**src/rtl/core/sit_pkg.sv**
```systemverilog
`timescale 1ns / 1ps
// Shared widths, data types and pipeline payload structs for the segment intersection test.
package sit_pkg;

    // Width of one input coordinate, two's complement.
    localparam int COORD_BITS = 16;
    // A coordinate difference needs one more bit.
    localparam int DIFF_W     = COORD_BITS + 1;
    // Product of two differences.
    localparam int PROD_W     = 2 * DIFF_W;
    // Difference of two products (a 2-D cross product).
    localparam int CROSS_W    = PROD_W + 1;
    // Number of coordinates in one input word.
    localparam int NUM_COORDS = 8;
    // Slave tdata width: all coordinates, padded to whole bytes.
    localparam int S_TDATA_W  = ((NUM_COORDS * COORD_BITS + 7) / 8) * 8;
    // Master tdata width: the single result bit, padded to a byte.
    localparam int M_TDATA_W  = 8;

    typedef logic signed [COORD_BITS-1:0] coord_t;
    typedef logic signed [DIFF_W-1:0]     diff_val_t;
    typedef logic signed [PROD_W-1:0]     prod_val_t;
    typedef logic signed [CROSS_W-1:0]    cross_val_t;

    // Stage 1 payload: direction vectors, start offset and bounding boxes.
    typedef struct packed {
        diff_val_t rx;
        diff_val_t ry;
        diff_val_t sx;
        diff_val_t sy;
        diff_val_t qx;
        diff_val_t qy;
        coord_t    lo1x;
        coord_t    hi1x;
        coord_t    lo2x;
        coord_t    hi2x;
        coord_t    lo1y;
        coord_t    hi1y;
        coord_t    lo2y;
        coord_t    hi2y;
    } diff_t;

    // Stage 2 payload: the six partial products and projection overlap flags.
    typedef struct packed {
        prod_val_t rx_sy;
        prod_val_t ry_sx;
        prod_val_t qx_sy;
        prod_val_t qy_sx;
        prod_val_t qx_ry;
        prod_val_t qy_rx;
        logic      x_meet;
        logic      y_meet;
    } prod_t;

    // Stage 3 payload: determinant, both numerators and the box overlap.
    typedef struct packed {
        cross_val_t den;
        cross_val_t tn;
        cross_val_t un;
        logic       box_meet;
    } cross_t;

endpackage

```
**src/rtl/core/sit_diff_stage.sv**
```systemverilog
`timescale 1ns / 1ps
// First pipeline stage: coordinate differences and per-segment bounding boxes.
module sit_diff_stage (
    input  logic                  aclk,
    input  logic                  aresetn,
    input  logic                  in_valid,
    output logic                  in_ready,
    input  logic [sit_pkg::S_TDATA_W-1:0] in_data,
    output logic                  out_valid,
    input  logic                  out_ready,
    output sit_pkg::diff_t        out_data
);

    sit_pkg::coord_t ax, ay, bx, by, cx, cy, dx, dy;
    sit_pkg::diff_t  data_next;
    sit_pkg::diff_t  data_reg;
    logic            valid_reg;

    // Unpack the coordinates, first field in the lowest bits.
    always_comb begin
        ax = sit_pkg::coord_t'(in_data[0*sit_pkg::COORD_BITS +: sit_pkg::COORD_BITS]);
        ay = sit_pkg::coord_t'(in_data[1*sit_pkg::COORD_BITS +: sit_pkg::COORD_BITS]);
        bx = sit_pkg::coord_t'(in_data[2*sit_pkg::COORD_BITS +: sit_pkg::COORD_BITS]);
        by = sit_pkg::coord_t'(in_data[3*sit_pkg::COORD_BITS +: sit_pkg::COORD_BITS]);
        cx = sit_pkg::coord_t'(in_data[4*sit_pkg::COORD_BITS +: sit_pkg::COORD_BITS]);
        cy = sit_pkg::coord_t'(in_data[5*sit_pkg::COORD_BITS +: sit_pkg::COORD_BITS]);
        dx = sit_pkg::coord_t'(in_data[6*sit_pkg::COORD_BITS +: sit_pkg::COORD_BITS]);
        dy = sit_pkg::coord_t'(in_data[7*sit_pkg::COORD_BITS +: sit_pkg::COORD_BITS]);
    end

    // Direction vectors r and s, offset q from first start to second start.
    always_comb begin
        data_next.rx = sit_pkg::diff_val_t'(bx) - sit_pkg::diff_val_t'(ax);
        data_next.ry = sit_pkg::diff_val_t'(by) - sit_pkg::diff_val_t'(ay);
        data_next.sx = sit_pkg::diff_val_t'(dx) - sit_pkg::diff_val_t'(cx);
        data_next.sy = sit_pkg::diff_val_t'(dy) - sit_pkg::diff_val_t'(cy);
        data_next.qx = sit_pkg::diff_val_t'(cx) - sit_pkg::diff_val_t'(ax);
        data_next.qy = sit_pkg::diff_val_t'(cy) - sit_pkg::diff_val_t'(ay);
        // Bounding boxes of both segments.
        data_next.lo1x = (ax < bx) ? ax : bx;
        data_next.hi1x = (ax < bx) ? bx : ax;
        data_next.lo2x = (cx < dx) ? cx : dx;
        data_next.hi2x = (cx < dx) ? dx : cx;
        data_next.lo1y = (ay < by) ? ay : by;
        data_next.hi1y = (ay < by) ? by : ay;
        data_next.lo2y = (cy < dy) ? cy : dy;
        data_next.hi2y = (cy < dy) ? dy : cy;
    end

    // The stage takes a word when it is empty or its content moves on.
    assign in_ready = ~valid_reg | out_ready;

    always_ff @(posedge aclk) begin
        if (!aresetn) begin
            valid_reg <= 1'b0;
        end else if (in_ready) begin
            valid_reg <= in_valid;
        end
    end

    always_ff @(posedge aclk) begin
        if (in_ready && in_valid) begin
            data_reg <= data_next;
        end
    end

    assign out_valid = valid_reg;
    assign out_data  = data_reg;

endmodule

```
**config.mk**
```make
export PLATFORM = sky130hd
export DESIGN_NAME = sit_diff_stage
export DESIGN_NICKNAME = d
export VERILOG_FILES = /design/src/rtl/core/sit_pkg.sv /design/src/rtl/core/sit_diff_stage.sv
export SDC_FILE = /design/constraint.sdc
export NUM_CORES = 1
export LEC_CHECK = 0
export BUFFER_PORTS_ARGS = -buffer_cell sky130_fd_sc_hd__buf_4
export CAP_MARGIN = 40
export CORE_ASPECT_RATIO = 1.4
export CORE_MARGIN = 4
export CORE_UTILIZATION = 25
export CTS_CLUSTER_DIAMETER = 200
export DETAILED_ROUTE_END_ITERATION = 10
export SYNTH_ARGS = -nofsm -noshare
export SYNTH_HDL_FRONTEND = slang
export SYNTH_SLANG_ARGS = --single-unit
```
**constraint.sdc**
```tcl
create_clock -name aclk -period 7.9 [get_ports aclk]
set_input_delay 0.395 -clock aclk [delete_from_list [all_inputs] [get_ports aclk]]
set_output_delay 0.395 -clock aclk [all_outputs]
set_load 0.005 [all_outputs]
```
==> reports/metrics.cfg <==
[timing]
timing.clock.skew_ns=0.0112
grt_setup_unrepaired=no
clock.fmax_mhz=353
slew_violations=0
worst_margin_pin_slew_ns=0.892
post-route-period-util_pct=35.9
tns_ns=0
timing.hold.ws_ns=0.102
finalHoldViolCount=0
timing.max_slew.rel_slack_pct=40.5
setup-violations-final=0
finalWorstPathRequiredPeriod_ns=2.83

[die]
initial_utilization_pct=25.3
die_w_um=205
die_y_um=283
core_area_um2=53400
row_count=100
num_io_pins=364
floorplan.die_area_um2=58000

[layout]
final_cell_area_um2=18000
share_of_layout_cells_above_drive_strength_1_pct=36.5
layout_commonest_cell=buf_4
layout_common_cells=buf_4 (367), edfxtp_1 (230), inv_1 (105), ha_1 (100), a21oi_1 (79)
fin_util_pct=33.7
area_growth_pct=33.1
num-nets-final=1692

[critical_path]
r2r_slack_ns=5.37
critical_path.max_stage_delay_ns=0.74
timing.critical_path.fanout_max=30
path_cells=buf_4, inv_1, ha_1, nor2b_1, o31a_1, nor3_1, o21ai_1, a21oi_2, a41o_2, mux2_2
worst-setup-path-type=in2reg
worst_setup_path_start_kind=input pin
crit_path_end_kind=register
reg2reg_depth=5
reg2reg_to=out_data[68]$_DFFE_PP_
reg2reg_launch_point=out_valid$_SDFFE_PN0N_
critical_path.slowest_cell=a41o_2
worstPathRequired_ns=8.20
arrival_time_at_the_worst_endpoint_ns=3.13

[yosys]
synth_ff_type=edfxtp_1
synth.top_cell.area_share_pct=51.0
netlist_area_um2=13500
netlist.top_cell.by_area=edfxtp_1
yosys_warnings=0
synth_area_per_cell_um2=12.6
synth-edff-count=230
ys_seq_elements=231
syn_nets=1313
ys_types=63
async_reset_ff_share_pct=0
yosysSeqAreaShare_pct=51.2
synth.top_cells.by_area=edfxtp_1 (51%), ha_1 (9.2%), mux2_4 (5.4%)
syn-instance-count=1075

[global_routing]
groute.usage.overall_pct=14.0
grt_pass1_vias=10300
grt-ovfl-total=0
grt_antenna_before_repair=1
grt_pass1_wl_um=62800
largest_net_degree_at_the_start_of_global_routing=68

[routing]
route.vias.total=9891
finalWirelength_um=42800
initialDrtViolationCount=299
antenna_left=0
drtPass1Iterations=5
vias_per_cell=4.52
route.detailed.drc=0
detail_route.wl_per_cell_um=19.6

[min_path]
hold_class=in2reg
hold-path-cell-count=2
hold_start=aresetn
min_delay_worst_endpoint=out_valid$_SDFFE_PN0N_

[clocking]
cts.sink_count=231
tritoncts=yes
post_cts_hold_buffer_count=0
quantity_of_gates_resized_following_cts=0
htree_levels=1
cts.reportedPaths.clkPinSlew_ns=0.07
cts.path.max_buffers=3
insertion_delay_ns=0.56
cts_post_setup_buffers_inserted=0
cts-root-buf=clkbuf_16
cts-buffers-inserted=27

[pwr]
seqPwrFrac_pct=41.2
worst_ir_drop_vdd_uv=177
power_frac_clock_pct=34.6
internal_power_w=0.00280
power.share.switching_pct=26.9
total_switching_power_w=0.00103
power.density_cell_area_nw_per_um2=213
power.share.combinational_pct=24.1
p_leak_nw=7.80

[placement]
io_buffers=363
post-dp-hpwl_um=34800
placement.cell_area_um2=17100
finalWeightedCongestion=0.892

[run_status]
status=finished, final reports clean

[flow_run]
max-cap-violations=0

-- sequential cells by signal (all words and copies together), names as in the netlist --
register	count
out_data	230
out_valid	1
-- worst max-delay path: cells and delay by family --
kind,cells,cell delay [ns]
AOI/OAI and AO/OA,4,1.36
muxes,1,0.41
and+or+nand+nor,2,0.40
buffers and inverters,2,0.27
adders and majority gates,1,0.26
-- metrics by stage --
step / total power (W) / cells / worst slack (ns)
floorplan: 0.00213 / 1075 / 1.49
global placement: 0.00253 / 2137 / 4.50
detailed placement: 0.00255 / 2139 / 4.41
CTS: 0.00390 / 2188 / 5.02
global route: 0.00403 / 2188 / 4.85
finish: 0.00384 / 2189 / 5.07
-- routing by layer --
layer	share of wire (%)	track usage [%]	up-vias
met1	34	14.0	4718
met4	2.6	3.79	0
met2	54	27.3	379
met3	9.7	4.67	52
li1	-	-	4742
met5	0	0	-
-- how the worst max path moves through the flow --
stage / startpoint / endpoint / slack [ns] / cells past startpoint
after floorplan: out_ready / out_data[0]$_DFFE_PP_ / 1.49 / 2
after global placement: in_data[19] / out_data[46]$_DFFE_PP_ / 4.50 / 10
after CTS: in_data[19] / out_data[44]$_DFFE_PP_ / 5.02 / 10
after global routing: in_data[17] / out_data[44]$_DFFE_PP_ / 4.85 / 11
final: in_data[81] / out_data[8]$_DFFE_PP_ / 5.07 / 10
after detailed placement: in_data[19] / out_data[45]$_DFFE_PP_ / 4.41 / 10
-- layout make-up --
type,count,area [um^2]
clock buffer,34,712
timing repair buffer,369,2810
sequential,231,6930
clock inverter,15,216
fill,5332,35400
tap,714,893
antenna,1,2.50
multi-input combinational,720,6060
inverter,105,394
-- synthesized netlist by cell type (all sizes together) (9+ instances only) --
cell type  instances
nand2             46
ha               100
nand4             11
nor2b             21
a21o              40
nand2b            18
mux2i             13
o21ai             38
nor3              14
a21oi             80
o2111ai            9
nand3             20
xnor2             50
nor2              36
o21a               9
buf               16
mux2             112
a31oi             10
edfxtp           230
inv              105
xor2              29
-- cell families after synthesis --
logic type / share of synthesized area (%)
adders and majority gates: 10.1
xor gates and xnor gates: 5.11
DFF: 51.2
and+or+nand+nor: 6.82
buffers and inverters: 4.15
muxes: 11.6
AOI/OAI and AO/OA: 11.0
-- power by group through the flow --
| stage | Combinational (W) | Clock (W) | Sequential, W |
|---|---|---|---|
| 6_report | 0.000926 | 0.00133 | 0.00158 |
| 5_1_grt | 0.00102 | 0.00142 | 0.00159 |
| 4_1_cts | 0.000941 | 0.00138 | 0.00158 |
| 3_5_place_dp | 0.000939 | 0 | 0.00161 |
| 3_3_place_gp | 0.000924 | 0 | 0.00161 |
| 2_1_floorplan | 0.000506 | 0 | 0.00162 |
(Power assumes the default switching activity.)
